File: src/design/mrrd_pkg.sv
package mrrd_pkg;

    localparam int CHAN_COUNT = 16;
    localparam int IDX_W      = $clog2(CHAN_COUNT);
    localparam int CNT_W      = $clog2(CHAN_COUNT + 1);

    localparam int OPCODE_W   = 2;
    localparam int CHANNEL_W  = 4;
    localparam int WORD_W     = 32;
    localparam int STATUS_W   = 2;
    localparam int CFG_W      = 5;

    typedef enum logic [OPCODE_W-1:0] {
        OP_SEND    = 2'd0,
        OP_SERVE   = 2'd1,
        OP_REPLY   = 2'd2,
        OP_COLLECT = 2'd3
    } op_t;

    typedef enum logic [STATUS_W-1:0] {
        ST_DONE  = 2'd0,
        ST_EMPTY = 2'd1,
        ST_RANGE = 2'd2
    } status_t;

    typedef struct packed {
        logic [OPCODE_W-1:0]     opcode;
        logic [CHANNEL_W-1:0]    channel_index;
        logic signed [WORD_W-1:0] reply_word;
    } item_t;

    typedef struct packed {
        logic [STATUS_W-1:0]      status;
        logic [CHANNEL_W-1:0]     served_channel;
        logic signed [WORD_W-1:0] returned_word;
    } result_t;

endpackage

File: src/design/mrrd_item_if.sv
interface mrrd_item_if;

    logic                                valid;
    logic                                ready;
    logic [mrrd_pkg::OPCODE_W-1:0]       opcode;
    logic [mrrd_pkg::CHANNEL_W-1:0]      channel_index;
    logic signed [mrrd_pkg::WORD_W-1:0]  reply_word;

    modport source (
        output valid,
        output opcode,
        output channel_index,
        output reply_word,
        input  ready
    );

    modport sink (
        input  valid,
        input  opcode,
        input  channel_index,
        input  reply_word,
        output ready
    );

endinterface

File: src/design/mrrd_result_if.sv
interface mrrd_result_if;

    logic                                valid;
    logic                                ready;
    logic [mrrd_pkg::STATUS_W-1:0]       status;
    logic [mrrd_pkg::CHANNEL_W-1:0]      served_channel;
    logic signed [mrrd_pkg::WORD_W-1:0]  returned_word;

    modport source (
        output valid,
        output status,
        output served_channel,
        output returned_word,
        input  ready
    );

    modport sink (
        input  valid,
        input  status,
        input  served_channel,
        input  returned_word,
        output ready
    );

endinterface

File: src/design/mrrd_rr_find.sv
module mrrd_rr_find (
    input  logic                                             clk,
    input  logic                                             rst_n,
    input  logic [mrrd_pkg::CHAN_COUNT-1:0]                  req_mask,
    input  logic [mrrd_pkg::IDX_W-1:0]                       start,
    output logic                                             found,
    output logic [mrrd_pkg::IDX_W-1:0]                       grant_idx
);

    logic [mrrd_pkg::CHAN_COUNT-1:0] upper_mask;
    logic [mrrd_pkg::CHAN_COUNT-1:0] upper_req;
    logic [mrrd_pkg::CHAN_COUNT-1:0] pick_req;
    logic [mrrd_pkg::CHAN_COUNT-1:0] grant_oh;

    // Requests at or above the start position win first; otherwise the search wraps.
    assign upper_mask = {mrrd_pkg::CHAN_COUNT{1'b1}} << start;
    assign upper_req  = req_mask & upper_mask;
    assign pick_req   = (|upper_req) ? upper_req : req_mask;
    assign grant_oh   = pick_req & (~pick_req + mrrd_pkg::CHAN_COUNT'(1));
    assign found      = |req_mask;

    always_comb
    begin
        grant_idx = '0;
        for (int i = 0; i < mrrd_pkg::CHAN_COUNT; i++)
        begin
            if (grant_oh[i])
            begin
                grant_idx = grant_idx | mrrd_pkg::IDX_W'(i);
            end
        end
    end

`ifndef SYNTHESIS
    a_grant_onehot: assert property (@(posedge clk) disable iff (!rst_n)
        found |-> $onehot(grant_oh))
        else $error("grant is not one-hot while a request is pending");

    a_grant_is_request: assert property (@(posedge clk) disable iff (!rst_n)
        found |-> req_mask[grant_idx])
        else $error("granted channel has no request");
`endif

endmodule

File: src/design/mrrd_bank.sv
module mrrd_bank (
    input  logic                           clk,
    input  logic                           rst_n,
    input  logic                           cfg_we,
    input  logic [mrrd_pkg::CFG_W-1:0]     cfg_wdata,
    input  logic                           exec,
    input  mrrd_pkg::item_t                item,
    output mrrd_pkg::result_t              result
);

    logic [mrrd_pkg::CHAN_COUNT-1:0] send_flag_reg;
    logic [mrrd_pkg::CHAN_COUNT-1:0] send_flag_next;
    logic [mrrd_pkg::CHAN_COUNT-1:0] reply_flag_reg;
    logic [mrrd_pkg::CHAN_COUNT-1:0] reply_flag_next;
    logic [mrrd_pkg::IDX_W-1:0]      ptr_reg;
    logic [mrrd_pkg::IDX_W-1:0]      ptr_next;
    logic [mrrd_pkg::CFG_W-1:0]      used_reg;
    logic [mrrd_pkg::WORD_W-1:0]     words_reg [mrrd_pkg::CHAN_COUNT];

    mrrd_pkg::op_t                   op;
    logic [mrrd_pkg::IDX_W-1:0]      ch;
    logic [mrrd_pkg::CNT_W-1:0]      n_eff;
    logic [mrrd_pkg::CHAN_COUNT-1:0] in_range;
    logic [mrrd_pkg::CHAN_COUNT-1:0] req_mask;
    logic [mrrd_pkg::IDX_W-1:0]      start;
    logic                            found;
    logic [mrrd_pkg::IDX_W-1:0]      grant_idx;
    logic [mrrd_pkg::CNT_W-1:0]      after_grant;
    logic                            ch_ok;
    logic                            word_we;

    assign op    = mrrd_pkg::op_t'(item.opcode);
    assign ch    = item.channel_index[mrrd_pkg::IDX_W-1:0];
    assign n_eff = (used_reg > mrrd_pkg::CFG_W'(mrrd_pkg::CHAN_COUNT))
                 ? mrrd_pkg::CNT_W'(mrrd_pkg::CHAN_COUNT)
                 : mrrd_pkg::CNT_W'(used_reg);

    always_comb
    begin
        for (int i = 0; i < mrrd_pkg::CHAN_COUNT; i++)
        begin
            in_range[i] = mrrd_pkg::CNT_W'(i) < n_eff;
        end
    end

    assign req_mask    = send_flag_reg & in_range;
    assign start       = (mrrd_pkg::CNT_W'(ptr_reg) < n_eff) ? ptr_reg : '0;
    assign ch_ok       = mrrd_pkg::CNT_W'(item.channel_index) < n_eff;
    assign after_grant = mrrd_pkg::CNT_W'(grant_idx) + mrrd_pkg::CNT_W'(1);

    mrrd_rr_find u_find (
        .clk       (clk),
        .rst_n     (rst_n),
        .req_mask  (req_mask),
        .start     (start),
        .found     (found),
        .grant_idx (grant_idx)
    );

    always_comb
    begin
        send_flag_next        = send_flag_reg;
        reply_flag_next       = reply_flag_reg;
        ptr_next              = ptr_reg;
        word_we               = 1'b0;
        result.status         = mrrd_pkg::ST_DONE;
        result.served_channel = item.channel_index;
        result.returned_word  = '0;
        unique case (op)
            mrrd_pkg::OP_SERVE:
            begin
                if (found)
                begin
                    send_flag_next[grant_idx] = 1'b0;
                    result.served_channel     = mrrd_pkg::CHANNEL_W'(grant_idx);
                    ptr_next = (after_grant >= n_eff) ? '0
                             : after_grant[mrrd_pkg::IDX_W-1:0];
                end
                else
                begin
                    result.status = mrrd_pkg::ST_EMPTY;
                end
            end
            mrrd_pkg::OP_SEND:
            begin
                if (!ch_ok)
                begin
                    result.status = mrrd_pkg::ST_RANGE;
                end
                else
                begin
                    reply_flag_next[ch] = 1'b0;
                    send_flag_next[ch]  = 1'b1;
                end
            end
            mrrd_pkg::OP_REPLY:
            begin
                if (!ch_ok)
                begin
                    result.status = mrrd_pkg::ST_RANGE;
                end
                else
                begin
                    word_we             = 1'b1;
                    reply_flag_next[ch] = 1'b1;
                end
            end
            mrrd_pkg::OP_COLLECT:
            begin
                if (!ch_ok)
                begin
                    result.status = mrrd_pkg::ST_RANGE;
                end
                else if (reply_flag_reg[ch])
                begin
                    reply_flag_next[ch]  = 1'b0;
                    result.returned_word = words_reg[ch];
                end
                else
                begin
                    result.status = mrrd_pkg::ST_EMPTY;
                end
            end
        endcase
    end

    always_ff @(posedge clk or negedge rst_n)
    begin
        if (!rst_n)
        begin
            send_flag_reg  <= '0;
            reply_flag_reg <= '0;
            ptr_reg        <= '0;
            used_reg       <= '0;
        end
        else
        begin
            if (exec)
            begin
                send_flag_reg  <= send_flag_next;
                reply_flag_reg <= reply_flag_next;
                ptr_reg        <= ptr_next;
            end
            if (cfg_we)
            begin
                used_reg <= cfg_wdata;
            end
        end
    end

    // A reply word is only read after a reply has written it, so it needs no reset.
    always_ff @(posedge clk)
    begin
        if (exec && word_we)
        begin
            words_reg[ch] <= item.reply_word;
        end
    end

`ifndef SYNTHESIS
    a_serve_clears_flag: assert property (@(posedge clk) disable iff (!rst_n)
        (exec && op == mrrd_pkg::OP_SERVE && found) |=> !send_flag_reg[$past(grant_idx)])
        else $error("served channel still has its send flag raised");

    a_served_in_range: assert property (@(posedge clk) disable iff (!rst_n)
        (exec && op == mrrd_pkg::OP_SERVE && found) |-> (mrrd_pkg::CNT_W'(grant_idx) < n_eff))
        else $error("served channel lies outside the channels in use");

    a_word_only_on_collect: assert property (@(posedge clk) disable iff (!rst_n)
        (result.returned_word != '0) |-> (op == mrrd_pkg::OP_COLLECT && ch_ok))
        else $error("nonzero word returned outside a successful collect");
`endif

endmodule

File: src/design/mailbox_round_robin_doorbell_core.sv
// Bank of sixteen mailbox channels with send, serve, reply and collect operations.
// One word enters per cycle on req while rsp is taken. It is held in an input register;
// when the result register is free or being read, the flag update and the round-robin
// search over the send flags of the channels in use land in the result register,
// which drives rsp. Throughput is one word per cycle while rsp is taken.
// Every word produces exactly one result word. A used_channels value above
// sixteen acts as sixteen; it should be written only while no word is in flight.
// After reset all flags are clear, the scan pointer is zero and no channel is in use.
module mailbox_round_robin_doorbell_core (
    input  logic                          clk,
    input  logic                          rst_n,
    input  logic                          cfg_we,
    input  logic [mrrd_pkg::CFG_W-1:0]    cfg_wdata,
    mrrd_item_if.sink                     req,
    mrrd_result_if.source                 rsp
);

    logic                in_valid_reg;
    mrrd_pkg::item_t     in_item_reg;
    logic                out_valid_reg;
    mrrd_pkg::result_t   out_result_reg;
    mrrd_pkg::result_t   result;
    logic                advance;

    assign advance   = in_valid_reg && (!out_valid_reg || rsp.ready);
    assign req.ready = !in_valid_reg || advance;

    mrrd_bank u_bank (
        .clk       (clk),
        .rst_n     (rst_n),
        .cfg_we    (cfg_we),
        .cfg_wdata (cfg_wdata),
        .exec      (advance),
        .item      (in_item_reg),
        .result    (result)
    );

    always_ff @(posedge clk or negedge rst_n)
    begin
        if (!rst_n)
        begin
            in_valid_reg  <= 1'b0;
            out_valid_reg <= 1'b0;
            in_item_reg   <= '0;
        end
        else
        begin
            if (req.ready)
            begin
                in_valid_reg <= req.valid;
            end
            if (req.ready && req.valid)
            begin
                in_item_reg.opcode        <= req.opcode;
                in_item_reg.channel_index <= req.channel_index;
                in_item_reg.reply_word    <= req.reply_word;
            end
            if (advance)
            begin
                out_valid_reg <= 1'b1;
            end
            else if (rsp.ready)
            begin
                out_valid_reg <= 1'b0;
            end
        end
    end

    always_ff @(posedge clk)
    begin
        if (advance)
        begin
            out_result_reg <= result;
        end
    end

    assign rsp.valid          = out_valid_reg;
    assign rsp.status         = out_result_reg.status;
    assign rsp.served_channel = out_result_reg.served_channel;
    assign rsp.returned_word  = out_result_reg.returned_word;

`ifndef SYNTHESIS
    a_ready_when_empty: assert property (@(posedge clk) disable iff (!rst_n)
        !in_valid_reg |-> req.ready)
        else $error("input stage empty but not ready");

    a_advance_fills_output: assert property (@(posedge clk) disable iff (!rst_n)
        advance |=> out_valid_reg)
        else $error("processed word did not reach the result register");

    a_accept_fills_input: assert property (@(posedge clk) disable iff (!rst_n)
        (req.valid && req.ready) |=> in_valid_reg)
        else $error("accepted word did not reach the input register");
`endif

endmodule

File: src/flat_wrapper.sv
// flat-port wrapper written by rule: the top's interface ports become plain ports
module mailbox_round_robin_doorbell_core_flat 
  (clk, rst_n, cfg_we, cfg_wdata, req_valid, req_opcode, req_channel_index, req_reply_word, req_ready, rsp_valid, rsp_status, rsp_served_channel, rsp_returned_word, rsp_ready);
  mrrd_item_if req_i ();
  mrrd_result_if rsp_i ();
  input  logic clk;
  input  logic rst_n;
  input  logic cfg_we;
  input  logic [mrrd_pkg::CFG_W-1:0] cfg_wdata;
  input wire logic [$bits(req_i.valid)-1:0] req_valid;
  input wire logic [$bits(req_i.opcode)-1:0] req_opcode;
  input wire logic [$bits(req_i.channel_index)-1:0] req_channel_index;
  input wire logic [$bits(req_i.reply_word)-1:0] req_reply_word;
  output wire logic [$bits(req_i.ready)-1:0] req_ready;
  output wire logic [$bits(rsp_i.valid)-1:0] rsp_valid;
  output wire logic [$bits(rsp_i.status)-1:0] rsp_status;
  output wire logic [$bits(rsp_i.served_channel)-1:0] rsp_served_channel;
  output wire logic [$bits(rsp_i.returned_word)-1:0] rsp_returned_word;
  input wire logic [$bits(rsp_i.ready)-1:0] rsp_ready;
  assign req_i.valid = req_valid;
  assign req_i.opcode = req_opcode;
  assign req_i.channel_index = req_channel_index;
  assign req_i.reply_word = req_reply_word;
  assign req_ready = req_i.ready;
  assign rsp_valid = rsp_i.valid;
  assign rsp_status = rsp_i.status;
  assign rsp_served_channel = rsp_i.served_channel;
  assign rsp_returned_word = rsp_i.returned_word;
  assign rsp_i.ready = rsp_ready;
  mailbox_round_robin_doorbell_core u_core (.clk(clk), .rst_n(rst_n), .cfg_we(cfg_we), .cfg_wdata(cfg_wdata), .req(req_i), .rsp(rsp_i));
endmodule
File: config.mk
export PLATFORM = sky130hd
export DESIGN_NAME = mailbox_round_robin_doorbell_core_flat
export DESIGN_NICKNAME = d
export VERILOG_FILES = /design/src/design/mrrd_pkg.sv /design/src/design/mrrd_item_if.sv /design/src/design/mrrd_result_if.sv /design/src/design/mrrd_rr_find.sv /design/src/design/mrrd_bank.sv /design/src/design/mailbox_round_robin_doorbell_core.sv /design/src/flat_wrapper.sv
export SDC_FILE = /design/constraint.sdc
export NUM_CORES = 1
export LEC_CHECK = 0
export BUFFER_PORTS_ARGS = -buffer_cell sky130_fd_sc_hd__buf_2
export CELL_PAD_IN_SITES_DETAIL_PLACEMENT = 1
export CELL_PAD_IN_SITES_GLOBAL_PLACEMENT = 1
export CORE_MARGIN = 2
export CORE_UTILIZATION = 54
export DETAILED_ROUTE_END_ITERATION = 16
export PLACE_DENSITY_LB_ADDON = 0.1
export SETUP_SLACK_MARGIN = 0.5
export SLEW_MARGIN = 15
export SYNTH_ARGS = -nofsm -noshare
export SYNTH_HDL_FRONTEND = slang
export SYNTH_SLANG_ARGS = --single-unit
File: constraint.sdc
create_clock -name clk -period 6.8 [get_ports clk]
set_clock_uncertainty 0.05 [all_clocks]
set_input_delay 0.34 -clock clk [delete_from_list [all_inputs] [get_ports clk]]
set_output_delay 0.34 -clock clk [all_outputs]
set_load 0.01 [all_outputs]
# Yosys cells after proc, flatten, opt, wreduce, memory -nomap -nowiden
# Memory sizes are Yosys's and may differ from the RTL's. A register that Yosys moved wholly into a read port is not among the register bits.
# Index checks and enable logic that the tools add are counted.
# W data, S select, Z words.
# word_totals
ramBits,512
elab_cells,124
n_memories,1
output_inout_bits,40
register_bits,87
in_bits,48
# classes
n_addsub,2
n_lt_le_gt_ge,24
n_reduce_logical,21
shifts,1
muxes,46
bitwise,10
n_eq_ne,8
# mem_list
name,depth,word_bits,read_ports,rd_clocked_by_memory_dff,wr,line,source
u_core.u_bank.words_reg,16,32,1,1,1,mrrd_bank.sv:18,logic [mrrd_pkg::WORD_W-1:0] words_reg [mrrd_pkg::CHAN_COUNT];
# op_table
op,count
$mux W16,7
$and A16 B16 Y16,5
$mux W4,12
$not A16 Y16,3
$pmux W16 S3,1
$lt A4 B5 Y1 const A,8
$or A16 B16 Y16,2
$pmux W16 S2,1
$reduce_or A16 Y1,2
$lt A3 B5 Y1 const A,4
$add A16 B1 Y16 const B,1
$shl A16 B4 Y16 const A,1
$mux W1,12
$mux W3,4
$lt A1 B5 Y1 const A,2
$lt A2 B5 Y1 const A,2
$lt A4 B5 Y1,2
$lt A4 B5 Y1 const B,2
$ne A2 B2 Y1 const B,5
$demux W1 S4,2
$ge A4 B1 Y1 const B,2
$mux W2,4
$pmux W2 S3,1
$reduce_and A3 Y1,2
other kinds (16),25

# Longest topological paths before layout
# depth
ltp_word,34
ltp_mapped,29
mapped_depth_nobuf,26

# Modules after synthesis
# From an unflattened synthesis, not the netlist that was laid out.
# unflattened
cells_unflattened,1465
hier_area_um2,26347.8
# modules_own_cells
mod,seq_area_each_um2,n_inst,area_per_inst_um2,cells_per_inst
mrrd_bank,16400.7,1,22039.9,1041
mailbox_round_robin_doorbell_core,2142.1,1,3314.4,261
mrrd_rr_find,0.0,1,993.5,163

# Worst setup path after synthesis
# OpenSTA, ideal clock, no wires.
# synth_timing
kind,register to register
startpoint,reg u_core.u_bank.used_reg[2] (netlist bit)
endpoint,reg u_core.u_bank.ptr_reg[3] (netlist bit)
period_less_slack_ps,6159
setup_ps,87
t_required_ps,6663
stages_incl_launch_ff,30
path_buffers,4
path_slack_ps,641
arrival_ps,6023
path_cell_list,dfrtp_1 > clkbuf_1 > clkbuf_1 > nand2_1 > ha_1 > a211oi_1 > o22ai_2 > nor2_1 > a21oi_1 > or4_4 > or2_1 > buf_6 > buf_2 > a31oi_1 > nor4_1 > a21boi_0 > a211oi_2 > inv_1 > ha_1 > inv_1 > ha_1 > a21o_1 > a21oi_1 > nor2b_1 > o21ai_0 > nand2b_1 > or3_1 > nor2_1 > o21ai_0 > o211ai_1
# synth_via
elab_chain_cells,29
word_cells_on_any_way,48
classes_between,add/sub: 2; order compare: 19; shift: 1; mux: 19; bitwise: 4; reduce/logical: 3
# synth_rtl
item,line,source
from (decl),mrrd_bank.sv:17,logic [mrrd_pkg::CFG_W-1:0] used_reg;
from (signal assigned),mrrd_bank.sv:146,used_reg <= cfg_wdata;
$gt A5 B5 Y1,mrrd_bank.sv:34,assign n_eff = (used_reg > mrrd_pkg::CFG_W'(mrrd_pkg::CHAN_COUNT))
$mux W5 (*),mrrd_bank.sv:35,? mrrd_pkg::CNT_W'(mrrd_pkg::CHAN_COUNT)
$lt A4 B5 Y1,mrrd_bank.sv:47,assign start = (mrrd_pkg::CNT_W'(ptr_reg) < n_eff) ? ptr_reg : '0;
$mux W4,mrrd_bank.sv:47,
$shl A16 B4 Y16,mrrd_rr_find.sv:16,assign upper_mask = {mrrd_pkg::CHAN_COUNT{1'b1}} << start;
$and A16 B16 Y16,mrrd_rr_find.sv:17,assign upper_req = req_mask & upper_mask;
$reduce_or A16 Y1,mrrd_rr_find.sv:18,assign pick_req = (|upper_req) ? upper_req : req_mask;
$mux W16,mrrd_rr_find.sv:18,
(+2 left out),-,
$and A16 B16 Y16,mrrd_rr_find.sv:19,assign grant_oh = pick_req & (~pick_req + mrrd_pkg::CHAN_COUNT'(1));
$mux W1,mrrd_rr_find.sv:27,if (grant_oh[i])
$mux W2 (2 in series),mrrd_rr_find.sv:27,
$mux W3 (4 in series),mrrd_rr_find.sv:27,
$mux W4 (8 in series),mrrd_rr_find.sv:27,
$add A4 B1 Y5,mrrd_bank.sv:49,assign after_grant = mrrd_pkg::CNT_W'(grant_idx) + mrrd_pkg::CNT_W'(1);
$ge A5 B5 Y1,mrrd_bank.sv:76,ptr_next = (after_grant >= n_eff) ? '0
$mux W4,mrrd_bank.sv:76,
to (signal assigned),mrrd_bank.sv:142,ptr_reg <= ptr_next;
to (decl),mrrd_bank.sv:15,logic [mrrd_pkg::IDX_W-1:0] ptr_reg;
# Every way passes the cells marked *; elsewhere a longest branch is shown, timed or not.
# A chain may end at the register's enable or synchronous reset.

# Final worst setup path
# layout_timing
startpoint,reg u_core.u_bank.ptr_reg[2] (netlist bit)
endpoint,reg u_core.u_bank.ptr_reg[3] (netlist bit)
# layout_via
elab_chain_cells,27
# layout_rtl
item,line
$lt A4 B5 Y1,mrrd_bank.sv:47
$mux W4 (*),mrrd_bank.sv:47
$shl A16 B4 Y16 (*),mrrd_rr_find.sv:16
$and A16 B16 Y16 (*),mrrd_rr_find.sv:17
$reduce_or A16 Y1,mrrd_rr_find.sv:18
$mux W16 (*),mrrd_rr_find.sv:18
$not A16 Y16,mrrd_rr_find.sv:19
$add A16 B1 Y16,mrrd_rr_find.sv:19
$and A16 B16 Y16 (*),mrrd_rr_find.sv:19
$mux W1,mrrd_rr_find.sv:27
$mux W2 (2 in series),mrrd_rr_find.sv:27
$mux W3 (4 in series),mrrd_rr_find.sv:27
$mux W4 (7 in series),mrrd_rr_find.sv:27
$mux W4 (*),mrrd_rr_find.sv:27
$add A4 B1 Y5 (*),mrrd_bank.sv:49
$ge A5 B5 Y1,mrrd_bank.sv:76
$mux W4 (*),mrrd_bank.sv:76
# Marks and branches as above.

==> flow_metrics.env <==
export IMPL_cellInternalPower_mw=7.436
export IMPL_dp_cells=1951
export IMPL_max_cap_violations=0
export IMPL_reg2reg_to="u_core.u_bank.ptr_reg[3]$_DFFE_PN0P_"
export IMPL_synth_distinct_cells=70
export IMPL_grt_pass1_vias=14213
export IMPL_final_hold_viol_count=0
export IMPL_clock_sinks=631
export IMPL_area_growth_pct=15.89
export IMPL_viasPerCell=6.301
export IMPL_core_um2=46460
export IMPL_multi_input_area_um2=6704
export IMPL_drc=0
export IMPL_fin_crit_sh=0.8782
export IMPL_fin_crit_ns=5.972
export IMPL_nNetsFinal=1528
export IMPL_antenna_found_initial=1
export IMPL_h_tree_depth=2
export IMPL_finalNonFillerCells=2124
export IMPL_die_x_um=220.8
export IMPL_outcome="finished, final reports clean"
export IMPL_die_h_um=220.8
export IMPL_min_delay_worst_endpoint="u_core.u_bank.used_reg[3]$_DFFE_PN0P_"
export IMPL_largest_register_ffs=512
export IMPL_total_power_mw=10.35
export IMPL_ir_worst_vdd_v=0.0003298
export IMPL_drtPass1Iterations=5
export IMPL_hold_class="input pin to register"
export IMPL_layout_drive_gt1_share=0.3309
export IMPL_detail_route_antenna_nets=0
export IMPL_fin_setup_tns_ns=0
export IMPL_numCtsBuffers=61
export IMPL_min_delay_start="cfg_we"
export IMPL_fmax_ghz=0.1674
export IMPL_grt_start_max_net_pins=61
export IMPL_synthFlopType="edfxtp_1"
export IMPL_synthesis_area_um2=25380
export IMPL_netlist_instances=1291
export IMPL_fp_row_count=79
export IMPL_crit_path_end_kind="register"
export IMPL_worst_pin_slew_ns=0.9875
export IMPL_routed_wl_um=63030
export IMPL_synth_top_area_frac=0.6507
export IMPL_netSwitchingPower_mw=2.915
export IMPL_cp_required_ns=7.28
export IMPL_fillers=3872
export IMPL_combinationalPowerShare=0.203
export IMPL_die_area_um2=48750
export IMPL_worst_slack_ns=0.8280
export IMPL_overflow=0
export IMPL_seq_area_frac_synth=0.7306
export IMPL_ys_ff_latch=631
export IMPL_gp_congestion=0.8661
export IMPL_cts_root_buf="clkbuf_16"
export IMPL_port_buffers=87
export IMPL_sequentialPowerShare=0.461
export IMPL_fin_util=0.6332
export IMPL_tritoncts="yes"
export IMPL_synth_area_leader_cell="edfxtp_1"
export IMPL_whs_ns=0.04841
export IMPL_clk_pin_slew_ns=0.06
export IMPL_ios=88
export IMPL_start_util=0.5464
export IMPL_dpl_worst_slack_ns=0.06603
export IMPL_fin_area_um2=29410
export IMPL_crit_type="register to register"
export IMPL_cp_start_kind="register"
export IMPL_pwr_share_clk=0.336
export IMPL_slew_violations=0
export IMPL_clockBufferDepth=3
export IMPL_synth_edf_count=550
export IMPL_power_per_cell_area_nw_per_um2=351.9
export IMPL_crit_arrival_ns=6.45
export IMPL_seqCellArea_um2=18560
export IMPL_clock_latency_ns=0.62
export IMPL_vias=13384
export IMPL_p_leak_nw=10.02
export IMPL_crit_fanout=13
export IMPL_hold_depth=2
export IMPL_setup_viol=0
export IMPL_yosys_cell_count_top_type="edfxtp_1"
export IMPL_rsz0062_at_grt="no"
export IMPL_drt_iter0_drc=1170
export IMPL_grt_pass1_wl_um=94100
export IMPL_synthArstFlopShare=0.1284
export IMPL_place_area_um2=26700
export IMPL_slew_headroom=0.3417
export IMPL_diodes=0
export IMPL_ys_warn_count=0
export IMPL_drt_wirelength_per_cell_um=29.68
export IMPL_r2r_start="u_core.u_bank.ptr_reg[2]$_DFFE_PN0P_"
export IMPL_switching_share=0.2816
export IMPL_syn_num_nets=1354
export IMPL_syn_avg_cell_area_um2=19.66
export IMPL_grt_usage=0.2629
export IMPL_ys_top_cells_by_count="edfxtp_1, mux4_2, dfrtp_1, clkbuf_1, nor2_1"
export IMPL_hpwl_um=36230
export IMPL_reg2reg_slack_ns=0.83
export IMPL_r2r_cells=22
export IMPL_synthTopCellsByArea="edfxtp_1, mux4_2, dfrtp_1"
-- power by group through the flow --
| stage | combinational, mW | sequential [mW] | clock (mW) |
|---|---|---|---|
| 3_3_place_gp | 1.93 | 4.83 | 0 |
| 4_1_cts | 1.99 | 4.76 | 3.52 |
| 3_5_place_dp | 1.94 | 4.84 | 0 |
| 6_report | 2.11 | 4.77 | 3.47 |
| 5_1_grt | 2.28 | 4.80 | 3.66 |
| 2_1_floorplan | 1.39 | 4.70 | 0 |
-- worst max-delay path, stage by stage (launching register included) --
cell	delay (ns)
dfrtp_1	0.53
ha_1	0.41
a211oi_4	0.35
o22ai_4	0.17
a221o_1	0.36
or4_4	0.53
or2_4	0.31
a31oi_4	0.21
or3b_4	0.42
a2111oi_4	0.36
a211oi_2	0.11
buf_4	0.16
buf_4	0.14
nor3_1	0.23
o21ai_1	0.11
ha_1	0.28
nor2b_1	0.13
o21ai_0	0.14
nand2b_1	0.10
or3_1	0.36
nor2_1	0.15
o21ai_0	0.12
o211ai_1	0.13
-- worst max path at each step --
stage                                                      from                                    to  slack (ns)  cells after the start
final                      u_core.u_bank.ptr_reg[2]$_DFFE_PN0P_  u_core.u_bank.ptr_reg[3]$_DFFE_PN0P_        0.83                     22
after CTS                 u_core.u_bank.used_reg[4]$_DFFE_PN0P_  u_core.u_bank.ptr_reg[3]$_DFFE_PN0P_        0.62                     26
after global placement    u_core.u_bank.used_reg[2]$_DFFE_PN0P_  u_core.u_bank.ptr_reg[3]$_DFFE_PN0P_        0.26                     25
after floorplan           u_core.u_bank.used_reg[2]$_DFFE_PN0P_  u_core.u_bank.ptr_reg[3]$_DFFE_PN0P_        0.64                     29
after global routing      u_core.u_bank.used_reg[4]$_DFFE_PN0P_  u_core.u_bank.ptr_reg[3]$_DFFE_PN0P_        0.49                     25
after detailed placement  u_core.u_bank.used_reg[2]$_DFFE_PN0P_  u_core.u_bank.ptr_reg[3]$_DFFE_PN0P_        0.07                     25
-- layer usage --
layer	GRT usage	routed length [µm]	up-vias
met2	0.4353	31990	445
met5	0	0	-
met1	0.3687	25990	7173
met4	0.07426	1493	0
met3	0.03973	3563	101
li1	-	-	5665
-- final cells by class --
class	count	area share
Timing Repair Buffer	183	0.04390
Multi-Input combinational cell	578	0.2279
Clock buffer	79	0.05662
Inverter	10	0.001276
Sequential cell	631	0.6309
Tap cell	607	0.02582
Clock inverter	36	0.01357
-- cells by family (layout without fill, tap and decap cells) --
group / after synthesis / count (layout) / synth area share
AOI/OAI and AO/OA: 148 / 148 / 0.04131
xor gates and xnor gates: 1 / 1 / 0.0003451
adders and majority gates: 15 / 15 / 0.007394
buffers and inverters: 83 / 308 / 0.01326
DFF: 631 / 631 / 0.7306
muxes: 210 / 210 / 0.1664
and+or+nand+nor: 203 / 204 / 0.04077
-- layout by cell type, fill, tap and decap left out, drive strengths merged, types with 8 or more instances in the layout --
cell | netlist | final
mux4 | 165 | 165
nor2 | 51 | 51
nand2b | 12 | 12
inv | 10 | 12
a21oi | 15 | 15
a31oi | 14 | 14
edfxtp | 550 | 550
ha | 15 | 15
nor3 | 11 | 11
o21ai | 51 | 51
clkbuf | 54 | 79
dfrtp | 81 | 81
clkinv | 0 | 24
nand2 | 46 | 46
nor2b | 9 | 9
mux2 | 45 | 45
and3 | 34 | 34
o22a | 8 | 8
bufinv | 0 | 8
buf | 19 | 135
dlygate4sd3 | 0 | 48
-- timing repair --
item,in CTS,in global routing
setup buffers,1,7
endpoints found under the hold margin,65,0
pin swaps,1,8
setup endpoints to repair,2,2
gates resized for setup,7,17
hold buffers,48,0
gates cloned,0,1
No activity file was read; power rests on OpenSTA's default activity.
